===== src/hdl/go_to_pose_parking_controller_core_defines.svh =====
// ----------------------------------------------------------------------------
// Go-to-pose parking controller: assertion macros
// Shared assertion forms used at the end of the modules that check themselves.
// ----------------------------------------------------------------------------
`ifndef GO_TO_POSE_PARKING_CONTROLLER_CORE_DEFINES_SVH
`define GO_TO_POSE_PARKING_CONTROLLER_CORE_DEFINES_SVH

// Same-cycle implication, checked outside reset.
`define GPP_ASSERT_NOW(lbl, ante, cons, msg) \
    lbl: assert property (@(posedge i_clk) disable iff (!i_rst_n) (ante) |-> (cons)) \
        else $error(msg);

// Next-cycle implication, checked outside reset.
`define GPP_ASSERT_NEXT(lbl, ante, cons, msg) \
    lbl: assert property (@(posedge i_clk) disable iff (!i_rst_n) (ante) |=> (cons)) \
        else $error(msg);

`endif


===== src/hdl/gpp_pkg.sv =====
// ----------------------------------------------------------------------------
// Go-to-pose parking controller package
// Fixed-point constants, CORDIC angle table and shared types.
// ----------------------------------------------------------------------------
package gpp_pkg;

    localparam int FRAC_BITS    = 12;
    localparam int CORDIC_STEPS = 16;
    localparam int GUARD        = 8;
    localparam int ANG_SHIFT    = 30 - FRAC_BITS;
    localparam int MAG_SHIFT    = 30 + GUARD;
    localparam int DW           = 17;   // goal minus pose
    localparam int CW           = 28;   // CORDIC x and y
    localparam int ZW           = 34;   // CORDIC angle, Q30
    localparam int MAGW         = 18;
    localparam int ANGW         = 16;
    localparam int ITW          = $clog2(CORDIC_STEPS);
    localparam int INVW         = 31;
    localparam int PW           = CW + INVW;

    localparam longint SCALE = longint'(1) << FRAC_BITS;

    localparam logic signed [17:0] PI_Q =
        18'((64'd3141592654 * SCALE + 64'd500000000) / 64'd1000000000);
    localparam logic signed [17:0] TWO_PI_Q = 18'(2 * PI_Q);
    localparam logic [MAGW-1:0] PARK_IN_D  = MAGW'((20 * SCALE + 500) / 1000);
    localparam logic [MAGW-1:0] PARK_OUT_D = MAGW'((50 * SCALE + 500) / 1000);
    localparam logic signed [17:0] ALIGN_TOL = 18'((80 * SCALE + 500) / 1000);
    localparam logic signed [17:0] BEAR_TOL  = 18'((150 * SCALE + 500) / 1000);
    localparam logic [20:0] SPEED_MAX = 21'((150 * SCALE + 500) / 1000);
    localparam logic signed [11:0] ALIGN_RATE = 12'((250 * SCALE + 500) / 1000);
    localparam logic signed [11:0] SPIN_RATE  = 12'((350 * SCALE + 500) / 1000);

    localparam logic signed [ZW-1:0] HALF_PI_Q30 = ZW'(64'd1686629713);
    localparam logic signed [INVW-1:0] INV_GAIN_Q30 = INVW'(64'd652032874);

    localparam logic signed [ZW-1:0] ATAN_TAB [24] = '{
        ZW'(843314857), ZW'(497837829), ZW'(263043837), ZW'(133525159),
        ZW'(67021687),  ZW'(33543516),  ZW'(16775851),  ZW'(8388437),
        ZW'(4194283),   ZW'(2097149),   ZW'(1048576),   ZW'(524288),
        ZW'(262144),    ZW'(131072),    ZW'(65536),     ZW'(32768),
        ZW'(16384),     ZW'(8192),      ZW'(4096),      ZW'(2048),
        ZW'(1024),      ZW'(512),       ZW'(256),       ZW'(128)
    };

    localparam logic [1:0] CMD_TICK = 2'd0;
    localparam logic [1:0] CMD_LOAD = 2'd1;
    localparam logic [1:0] CMD_RAIL = 2'd2;

    localparam logic [1:0] MODE_IDLE = 2'd0;
    localparam logic [1:0] MODE_LOAD = 2'd1;
    localparam logic [1:0] MODE_RAIL = 2'd2;

    localparam logic [2:0] REG_LOAD_X = 3'd0;
    localparam logic [2:0] REG_LOAD_Y = 3'd1;
    localparam logic [2:0] REG_LOAD_H = 3'd2;
    localparam logic [2:0] REG_RAIL_X = 3'd3;
    localparam logic [2:0] REG_RAIL_Y = 3'd4;
    localparam logic [2:0] REG_RAIL_H = 3'd5;

    typedef struct packed {
        logic signed [15:0] x;
        logic signed [15:0] y;
        logic signed [14:0] h;
    } t_goal;

    typedef struct packed {
        logic [MAGW-1:0]        mag;
        logic signed [ANGW-1:0] ang;
    } t_polar;

    function automatic logic signed [ZW-1:0] atan_q30(input logic [ITW-1:0] i);
        return ATAN_TAB[i];
    endfunction

endpackage


===== src/hdl/gpp_regs.sv =====
// ----------------------------------------------------------------------------
// Goal register file
// APB-style access to the load and rail station goal poses.
// ----------------------------------------------------------------------------
module gpp_regs (
    input  logic          i_clk,
    input  logic          i_rst_n,
    input  logic          psel,
    input  logic          penable,
    input  logic          pwrite,
    input  logic [4:0]    paddr,
    input  logic [31:0]   pwdata,
    output logic [31:0]   prdata,
    output logic          pready,
    output gpp_pkg::t_goal o_load,
    output gpp_pkg::t_goal o_rail
);
    import gpp_pkg::*;

    t_goal r_load, r_rail;
    logic  wr;

    assign pready = 1'b1;
    assign wr     = psel && penable && pwrite;

    always_ff @(posedge i_clk) begin
        if (!i_rst_n) begin
            r_load <= '{x: 16'sd131, y: 16'sd152, h: 15'sd8};
            r_rail <= '{x: 16'sd3613, y: -16'sd1212, h: -15'sd33};
        end else if (wr) begin
            unique case (paddr[4:2])
                REG_LOAD_X: r_load.x <= pwdata[15:0];
                REG_LOAD_Y: r_load.y <= pwdata[15:0];
                REG_LOAD_H: r_load.h <= pwdata[14:0];
                REG_RAIL_X: r_rail.x <= pwdata[15:0];
                REG_RAIL_Y: r_rail.y <= pwdata[15:0];
                REG_RAIL_H: r_rail.h <= pwdata[14:0];
                default: ;
            endcase
        end
    end

    always_comb begin
        unique case (paddr[4:2])
            REG_LOAD_X: prdata = {16'd0, r_load.x};
            REG_LOAD_Y: prdata = {16'd0, r_load.y};
            REG_LOAD_H: prdata = {17'd0, r_load.h};
            REG_RAIL_X: prdata = {16'd0, r_rail.x};
            REG_RAIL_Y: prdata = {16'd0, r_rail.y};
            REG_RAIL_H: prdata = {17'd0, r_rail.h};
            default:    prdata = 32'd0;
        endcase
    end

    assign o_load = r_load;
    assign o_rail = r_rail;

endmodule


===== src/hdl/gpp_cordic.sv =====
// ----------------------------------------------------------------------------
// Iterative vectoring CORDIC
// One micro-rotation per cycle, then gain correction and rounding.
// ----------------------------------------------------------------------------
`include "go_to_pose_parking_controller_core_defines.svh"

module gpp_cordic (
    input  logic                          i_clk,
    input  logic                          i_rst_n,
    input  logic                          i_start,
    input  logic signed [gpp_pkg::DW-1:0] i_dx,
    input  logic signed [gpp_pkg::DW-1:0] i_dy,
    output logic                          o_done,
    output gpp_pkg::t_polar               o_res
);
    import gpp_pkg::*;

    localparam logic [1:0] C_IDLE = 2'd0;
    localparam logic [1:0] C_ROT  = 2'd1;
    localparam logic [1:0] C_MUL  = 2'd2;
    localparam logic [1:0] C_RND  = 2'd3;

    logic [1:0]           r_state, n_state;
    logic [ITW-1:0]       r_it;
    logic signed [CW-1:0] r_x, r_y;
    logic signed [ZW-1:0] r_z;
    logic                 r_zero;
    logic signed [PW-1:0] r_prod;

    logic signed [CW-1:0] x0, y0, xs, ys;
    logic signed [PW-1:0] mag_r;
    logic signed [ZW-1:0] ang_r;
    logic                 last;

    assign x0   = CW'(i_dx) <<< GUARD;
    assign y0   = CW'(i_dy) <<< GUARD;
    assign xs   = r_x >>> r_it;
    assign ys   = r_y >>> r_it;
    assign last = (r_it == ITW'(CORDIC_STEPS - 1));

    always_comb begin
        n_state = r_state;
        unique case (r_state)
            C_IDLE: if (i_start) n_state = C_ROT;
            C_ROT:  if (last) n_state = C_MUL;
            C_MUL:  n_state = C_RND;
            C_RND:  n_state = C_IDLE;
            default: n_state = C_IDLE;
        endcase
    end

    always_ff @(posedge i_clk) begin
        if (!i_rst_n) begin
            r_state <= C_IDLE;
            r_it    <= '0;
        end else begin
            r_state <= n_state;
            if (r_state == C_ROT) r_it <= r_it + 1'b1;
            else                  r_it <= '0;
        end
    end

    always_ff @(posedge i_clk) begin
        if (r_state == C_IDLE && i_start) begin
            r_zero <= (i_dx == '0) && (i_dy == '0);
            // Bring the vector into the right half plane by an exact quarter turn.
            if (x0 < 0) begin
                if (y0 >= 0) begin
                    r_x <= y0;
                    r_y <= -x0;
                    r_z <= HALF_PI_Q30;
                end else begin
                    r_x <= -y0;
                    r_y <= x0;
                    r_z <= -HALF_PI_Q30;
                end
            end else begin
                r_x <= x0;
                r_y <= y0;
                r_z <= '0;
            end
        end else if (r_state == C_ROT) begin
            if (r_y > 0) begin
                r_x <= r_x + ys;
                r_y <= r_y - xs;
                r_z <= r_z + atan_q30(r_it);
            end else begin
                r_x <= r_x - ys;
                r_y <= r_y + xs;
                r_z <= r_z - atan_q30(r_it);
            end
        end
        if (r_state == C_MUL) begin
            r_prod <= PW'(r_x) * PW'(INV_GAIN_Q30);
        end
    end

    assign mag_r  = r_prod + (PW'(1) <<< (MAG_SHIFT - 1));
    assign ang_r  = r_z + (ZW'(1) <<< (ANG_SHIFT - 1));
    assign o_done = (r_state == C_RND);
    assign o_res.mag = mag_r[MAG_SHIFT +: MAGW];
    assign o_res.ang = r_zero ? '0 : ang_r[ANG_SHIFT +: ANGW];

    `GPP_ASSERT_NOW(a_start_idle, i_start, r_state == C_IDLE, "CORDIC started while busy")
    `GPP_ASSERT_NEXT(a_rot_to_mul, r_state == C_ROT && last, r_state == C_MUL, "rotation overran")
    `GPP_ASSERT_NEXT(a_mul_to_rnd, r_state == C_MUL, o_done, "rounding step skipped")
    `GPP_ASSERT_NOW(a_x_pos, r_state == C_MUL, !r_x[CW-1], "negative CORDIC magnitude")

endmodule


===== src/hdl/go_to_pose_parking_controller_core.sv =====
// ----------------------------------------------------------------------------
// Go-to-pose parking controller core
// Turn, drive and align controller toward a configured station pose.
// ----------------------------------------------------------------------------
// A go-to-load or go-to-rail command is taken only while the block is idle;
// it selects the goal pose and clears the parking flag, and produces no output
// word. Each later pose tick with a valid pose runs a vectoring CORDIC on the
// goal offset, one micro-rotation per clock through a single shared
// add/shift datapath, followed by one gain-correction multiply and a rounding
// step. The output word is registered after these steps in order: the
// accepting edge loads the CORDIC, then the CORDIC_STEPS rotations, the
// multiply, the rounding step and the drive decision follow, the last once
// the output register is free. o_in_stall stays high until the word is
// loaded into the output register, so the next item is accepted only after
// that, and later while an earlier word still waits under a stall. Commands
// and ignored ticks are accepted without leaving idle. The output word sits
// in a register, so the next item can be accepted while it waits to be taken.
// Goal registers live at byte addresses 0 to 20 of the APB-style port.
`include "go_to_pose_parking_controller_core_defines.svh"

module go_to_pose_parking_controller_core (
    input  logic               i_clk,
    input  logic               i_rst_n,
    // Input channel
    input  logic               i_in_valid,
    output logic               o_in_stall,
    input  logic [1:0]         i_command,
    input  logic               i_pose_valid,
    input  logic signed [15:0] i_pose_x,
    input  logic signed [15:0] i_pose_y,
    input  logic signed [14:0] i_pose_heading,
    // Output channel
    output logic               o_out_valid,
    input  logic               i_out_stall,
    output logic [9:0]         o_linear_speed,
    output logic signed [11:0] o_turn_rate,
    output logic               o_done_valid,
    output logic               o_done_station,
    // Configuration port
    input  logic               psel,
    input  logic               penable,
    input  logic               pwrite,
    input  logic [4:0]         paddr,
    input  logic [31:0]        pwdata,
    output logic [31:0]        prdata,
    output logic               pready
);
    import gpp_pkg::*;

    localparam logic [1:0] S_IDLE = 2'd0;
    localparam logic [1:0] S_CORD = 2'd1;
    localparam logic [1:0] S_OUT  = 2'd2;

    t_goal  load_goal, rail_goal, goal;
    t_polar cres;
    logic   cdone, accept, start;

    logic [1:0]          r_state, r_mode;
    logic                r_parking;
    logic signed [14:0]  r_ph, r_gh;
    logic [MAGW-1:0]     r_dist;
    logic signed [ANGW-1:0] r_bear;

    logic                r_out_valid, r_done, r_station;
    logic [9:0]          r_speed;
    logic signed [11:0]  r_turn;

    logic signed [DW-1:0] dx, dy;
    logic signed [17:0]   err_raw, err, ferr_raw, ferr;
    logic                 park_next, aligned, load_out;
    logic [20:0]          speed_g;
    logic signed [20:0]   turn_g;
    logic [9:0]           n_speed;
    logic signed [11:0]   n_turn;

    gpp_regs u_regs (
        .i_clk   (i_clk),
        .i_rst_n (i_rst_n),
        .psel    (psel),
        .penable (penable),
        .pwrite  (pwrite),
        .paddr   (paddr),
        .pwdata  (pwdata),
        .prdata  (prdata),
        .pready  (pready),
        .o_load  (load_goal),
        .o_rail  (rail_goal)
    );

    assign o_in_stall = (r_state != S_IDLE);
    assign accept     = i_in_valid && !o_in_stall;
    assign start      = accept && (i_command == CMD_TICK) && i_pose_valid
                        && (r_mode != MODE_IDLE);

    assign goal = (r_mode == MODE_RAIL) ? rail_goal : load_goal;
    assign dx   = DW'(goal.x) - DW'(i_pose_x);
    assign dy   = DW'(goal.y) - DW'(i_pose_y);

    gpp_cordic u_cordic (
        .i_clk   (i_clk),
        .i_rst_n (i_rst_n),
        .i_start (start),
        .i_dx    (dx),
        .i_dy    (dy),
        .o_done  (cdone),
        .o_res   (cres)
    );

    // Heading errors wrapped into minus pi to pi; one correction always suffices.
    assign err_raw  = 18'(r_bear) - 18'(r_ph);
    assign ferr_raw = 18'(r_gh) - 18'(r_ph);

    always_comb begin
        priority if (err_raw > PI_Q)       err = err_raw - TWO_PI_Q;
        else if (err_raw < -PI_Q)          err = err_raw + TWO_PI_Q;
        else                               err = err_raw;
        priority if (ferr_raw > PI_Q)      ferr = ferr_raw - TWO_PI_Q;
        else if (ferr_raw < -PI_Q)         ferr = ferr_raw + TWO_PI_Q;
        else                               ferr = ferr_raw;
    end

    // Parking is entered close to the goal and left only well outside it.
    always_comb begin
        priority if (!r_parking && r_dist <= PARK_IN_D) park_next = 1'b1;
        else if (r_parking && r_dist > PARK_OUT_D)      park_next = 1'b0;
        else                                            park_next = r_parking;
    end

    // Gain of 1.5, rounded to nearest with ties upward.
    assign speed_g = (21'(r_dist) * 21'd3 + 21'd1) >> 1;
    assign turn_g  = (21'(err) * 21'sd3 + 21'sd1) >>> 1;
    assign aligned = !(ferr > ALIGN_TOL || ferr < -ALIGN_TOL);

    always_comb begin
        n_speed = '0;
        n_turn  = '0;
        if (park_next) begin
            if (!aligned) n_turn = (ferr > 0) ? ALIGN_RATE : -ALIGN_RATE;
        end else if (err > BEAR_TOL || err < -BEAR_TOL) begin
            n_turn = (err > 0) ? SPIN_RATE : -SPIN_RATE;
        end else begin
            n_speed = (speed_g > SPEED_MAX) ? SPEED_MAX[9:0] : speed_g[9:0];
            n_turn  = turn_g[11:0];
        end
    end

    assign load_out = (r_state == S_OUT) && (!r_out_valid || !i_out_stall);

    always_ff @(posedge i_clk) begin
        if (!i_rst_n) begin
            r_state     <= S_IDLE;
            r_mode      <= MODE_IDLE;
            r_parking   <= 1'b0;
            r_out_valid <= 1'b0;
        end else begin
            // A new word fills the register; a waiting word stays while stalled.
            r_out_valid <= load_out || (r_out_valid && i_out_stall);
            unique case (r_state)
                S_IDLE: begin
                    if (accept && r_mode == MODE_IDLE
                        && (i_command == CMD_LOAD || i_command == CMD_RAIL)) begin
                        r_mode    <= (i_command == CMD_LOAD) ? MODE_LOAD : MODE_RAIL;
                        r_parking <= 1'b0;
                    end
                    if (start) r_state <= S_CORD;
                end
                S_CORD: if (cdone) r_state <= S_OUT;
                S_OUT: begin
                    if (load_out) begin
                        r_state     <= S_IDLE;
                        if (park_next && aligned) begin
                            r_parking <= 1'b0;
                            r_mode    <= MODE_IDLE;
                        end else begin
                            r_parking <= park_next;
                        end
                    end
                end
                default: r_state <= S_IDLE;
            endcase
        end
    end

    always_ff @(posedge i_clk) begin
        if (start) begin
            r_ph <= i_pose_heading;
            r_gh <= goal.h;
        end
        if (cdone) begin
            r_dist <= cres.mag;
            r_bear <= cres.ang;
        end
        if (load_out) begin
            r_speed   <= n_speed;
            r_turn    <= n_turn;
            r_done    <= park_next && aligned;
            r_station <= park_next && aligned && (r_mode == MODE_RAIL);
        end
    end

    assign o_out_valid    = r_out_valid;
    assign o_linear_speed = r_speed;
    assign o_turn_rate    = r_turn;
    assign o_done_valid   = r_done;
    assign o_done_station = r_station;

    `GPP_ASSERT_NOW(a_out_src, $rose(o_out_valid), $past(r_state) == S_OUT, "stray output word")
    `GPP_ASSERT_NOW(a_done_stop, o_out_valid && o_done_valid,
        o_linear_speed == 10'd0 && o_turn_rate == 12'sd0, "completion with nonzero drive")
    `GPP_ASSERT_NOW(a_busy_mode, r_state != S_IDLE, r_mode != MODE_IDLE, "busy with no goal")

endmodule

===== config.mk =====
export PLATFORM = sky130hd
export DESIGN_NAME = go_to_pose_parking_controller_core
export DESIGN_NICKNAME = d
export VERILOG_FILES = /design/src/hdl/gpp_pkg.sv /design/src/hdl/gpp_regs.sv /design/src/hdl/gpp_cordic.sv /design/src/hdl/go_to_pose_parking_controller_core.sv
export VERILOG_INCLUDE_DIRS = /design/src /design/src/hdl
export SDC_FILE = /design/constraint.sdc
export NUM_CORES = 2
export LEC_CHECK = 0
export BUFFER_PORTS_ARGS = -buffer_cell sky130_fd_sc_hd__buf_2
export CORE_ASPECT_RATIO = 0.6
export CORE_MARGIN = 10
export CORE_UTILIZATION = 45
export DETAILED_ROUTE_END_ITERATION = 7
export SLEW_MARGIN = 10
export SYNTH_ARGS = -nofsm -noshare
export SYNTH_HDL_FRONTEND = slang
export SYNTH_HIERARCHICAL = 1
export SYNTH_SLANG_ARGS = --single-unit

===== constraint.sdc =====
create_clock -name i_clk -period 8 [get_ports i_clk]
set_input_delay 2.4 -clock i_clk [delete_from_list [all_inputs] [get_ports i_clk]]
set_output_delay 2.4 -clock i_clk [all_outputs]
set_load 0.05 [all_outputs]

==> results.md <==
* Cells along the critical path: buf_4 -> fa_1 -> inv_1 -> fa_1 -> inv_1 -> fa_1 -> fa_1 -> fa_1 -> fa_1 -> fa_1 -> ha_1 -> ha_1 -> a21o_1 -> or4_4 -> a221oi_4 -> o22a_1 -> o21ai_2 -> o41ai_4 -> a21oi_2 -> a221o_1 -> a221oi_2 -> xnor2_1
* FF-to-FF path depth at 22
* # hold bufs at CTS at 0
* Synth area leader: fa_1
* Critical path class: reg -> reg
* CP dominant cell by count: fa_1
* CTS Root Cell: clkbuf_16
* Hold depth at 2
* Fillcell total at 9244
* Fin. max-slew vios at 0
* Starting Density at 45.4%
* Vias in the first global route at 33.9k
* Wire per inst at 22.4 µm
* Placer Congestion at 1.02
* Worst Path Arrival at 8.12 ns
* FF/Latch Area at 8080 µm²
* Detailed Route WL at 142 mm
* Crit start category: flip-flop
* Worst-margin pin slew at 1.18 ns
* FF-to-FF setup slack at 0.21 ns
* Largest net degree at the start of global routing at 76
* CP delay by family, top: adder cells
* CP peak stage delay at 0.53 ns
* CP max stage cell: fa_1
* Worst setup EP type: flip-flop
* CP required at 8.33 ns
* CTS Buf Count at 35
* Met2 Use GR at 29.0%
* Drt first pass iters at 6
* I/O Pins at 153
* Std cell rows at 89
* Via-to-Cell Ratio at 5.73
* Commonest non-fill, non-tap cell in the layout: inv_1
* CP Max Fanout at 5
* Vias post-DR at 36.3k
* Status: complete, no violations
* Min-Delay Path Class: reg -> reg
* Max Root-Sink Buffers at 3
* ANT nets after route at 0
* Worst rel slew slack at 20.4%
* GR Overflow Total at 0
* Min Tclk post-route at 7.79 ns
* RSZ-0062 raised after global routing: true
* Mapped Cells at 4846
* Mapped Area at 44600 µm²
* H-tree depth at 2
* Syn Area/Cell at 9.21 µm²
* # port buffers at 117
* FMAX at 128 MHz
* Number of synthesized register bits at 304
* CTS clk-pin slew, worst paths at 0.06 ns
* GR peak layer: met1
* FFs w/ async S/R, synth at 0%
* Multi-input gate area at 33000 µm²
* Post-synth top area share at 16.1%
* Clock sinks at 304
* Ys flop type: edfxtp_1
* Synth unique cells at 109
* Crit path buffers/inverters at 3
* Area contributors post-synth: fa_1 (16%), ha_1 (16%), edfxtp_1 (13%)
* Synth warn at 6
* Die W at 427 µm
* Hold Crit Start: u_regs/o_load[24]$_SDFFE_PN0P_
* Met1 GRT Util at 39.8%
* Area Overhead vs Synth at 8.54%
* Initial antenna violation count at 7
* DRC at 0
* Clk Latency, worst-skew pair at 0.59 ns
* Share of layout cells above drive strength 1 at 10.9%
* Placeable core region at 98300 µm²
* Worst flop-to-flop path startpoint: u_cordic/r_x[16]$_DFFE_PP_
* Final setup vio count at 0
* WHS at 0.473 ns
* Most frequent cells in the layout: inv_1 (741), ha_1 (558), fa_1 (354), nand2_1 (342), a21oi_1 (250)
* HPWL after DPL at 117 mm
* GRT Total Usage at 24.3%
* Reg2Reg Capture Point: u_cordic/r_prod[54]$_DFFE_PP_
* DRT iter0 DRCs at 3973
* First-pass GRT wire length at 213 mm
* Die Ht at 264 µm
* Number of synthesized flops with an enable pin at 198
* Met3 Use GR at 9.72%
* Period utilization at 97.3%
* WHS Endpoint: u_regs/o_load[24]$_SDFFE_PN0P_
* Die area at 113000 µm²
* Setup Skew at 0.0370 ns
* Cell count along the critical path at 22
* Seq/Total Area, Yosys at 18.1%
* Maxcap violations at 0
* CTS tree: built
* Fin nets at 5996
* Hold Fails Final Rpt at 0
==> synthesized netlist by cell type, types with 11 or more instances <==
cell type / instances
and3_1: 42
mux4_2: 53
or2_2: 14
nor2_1: 240
a211oi_1: 39
nand3_1: 71
o21a_1: 44
nand2b_1: 39
o21bai_1: 29
xnor2_1: 176
o221ai_1: 13
a21boi_0: 18
and2_1: 38
a211o_1: 16
a21oi_1: 251
nor4_1: 16
o211ai_1: 70
a31o_2: 13
fa_1: 358
o21ai_0: 214
buf_6: 12
clkbuf_1: 86
mux2i_1: 154
a31oi_1: 28
dfxtp_1: 106
o22ai_1: 20
inv_1: 743
a22oi_1: 14
or3_1: 28
nand4_1: 41
buf_4: 35
a21o_1: 87
nor2b_1: 64
mux2_2: 77
and4_1: 11
ha_1: 563
o21ai_1: 14
nor3_1: 62
nand2_1: 342
buf_2: 32
o31ai_1: 35
edfxtp_1: 198
xor2_1: 128
==> timing repair <==
action                     in CTS  in global routing
resized for setup               0                 19
setup endpoints to repair       0                  8
buffers inserted                0                  7
==> state kept, by name (all words and copies together) (netlist names), 2 cells and up <==
name	count
o_linear_speed	10
o_turn_rate	12
r_bear	16
r_dist	18
r_gh	15
r_mode	2
r_ph	15
r_state	2
u_cordic/r_it	4
u_cordic/r_prod	19
u_cordic/r_state	2
u_cordic/r_x	28
u_cordic/r_y	28
u_cordic/r_z	34
u_regs/o_load	47
u_regs/o_rail	47
==> area by class of cell <==
class                           count  share of cell area [%]
Tap cell                         1319                    3.41
Antenna cell                        1                 0.00517
Timing Repair Buffer              259                    3.45
Sequential cell                   304                    16.7
Clock inverter                     12                   0.307
Multi-Input combinational cell   3636                    68.1
Clock buffer                       50                    2.24
Inverter                          745                    5.77
==> through the flow <==
stage / area [µm²] / TNS, ns / util [%] / instances / setup slack [ns]
2_1_floorplan: 44700 / 0 / - / 4861 / 0.290
3_3_place_gp: 47100 / 0 / 47.9 / 6256 / 0.120
3_5_place_dp: 47100 / 0 / 47.9 / 6256 / 0.0458
4_1_cts: 48300 / 0 / 49.1 / 6318 / 0.0615
6_report: 48400 / 0 / 49.3 / 6326 / 0.214
5_1_grt: 48400 / -0.0498 / 49.3 / 6325 / -0.0498
==> worst reg2reg max path, cell delays in order (launching register included) <==
cell      delay [ns]
edfxtp_1        0.48
buf_4           0.20
fa_1            0.52
inv_1           0.10
fa_1            0.53
inv_1           0.06
fa_1            0.52
fa_1            0.45
fa_1            0.52
fa_1            0.51
fa_1            0.49
ha_1            0.30
ha_1            0.34
a21o_1          0.20
or4_4           0.43
a221oi_4        0.30
o22a_1          0.18
o21ai_2         0.09
o41ai_4         0.43
a21oi_2         0.12
a221o_1         0.37
a221oi_2        0.28
xnor2_1         0.09
==> worst max path at each step <==
| stage | startpoint | to | slack (ns) |
|---|---|---|---|
| 3_5_place_dp | u_cordic/r_x[2]$_SDFFCE_PP0P_ | u_cordic/r_prod[54]$_DFFE_PP_ | 0.05 |
| 6_report | u_cordic/r_x[16]$_DFFE_PP_ | u_cordic/r_prod[54]$_DFFE_PP_ | 0.21 |
| 5_1_grt | u_cordic/r_x[16]$_DFFE_PP_ | u_cordic/r_prod[54]$_DFFE_PP_ | -0.05 |
| 4_1_cts | u_cordic/r_x[8]$_DFFE_PP_ | u_cordic/r_prod[54]$_DFFE_PP_ | 0.06 |
| 2_1_floorplan | u_cordic/r_x[20]$_DFFE_PP_ | u_cordic/r_prod[54]$_DFFE_PP_ | 0.29 |
| 3_3_place_gp | u_cordic/r_x[2]$_SDFFCE_PP0P_ | u_cordic/r_prod[54]$_DFFE_PP_ | 0.12 |
==> logic make-up after synthesis <==
group                      share of synthesized area [%]
AOI/OAI and AO/OA                                   15.4
xor gates and xnor gates                            5.96
adders and majority gates                           31.8
buffers and inverters                               8.37
DFF                                                 18.1
muxes                                               8.60
other                                             0.0168
and+or+nand+nor                                     11.7
==> layer usage <==
metal	vias to the layer above	share of wire, %
li1	17111	-
met1	17513	51
met2	1516	35
met3	114	13
met4	8	1.1
met5	-	0.027
Power is not shown: default switching activity piles up to over one toggle a cycle in this logic, so the estimate is an artifact.
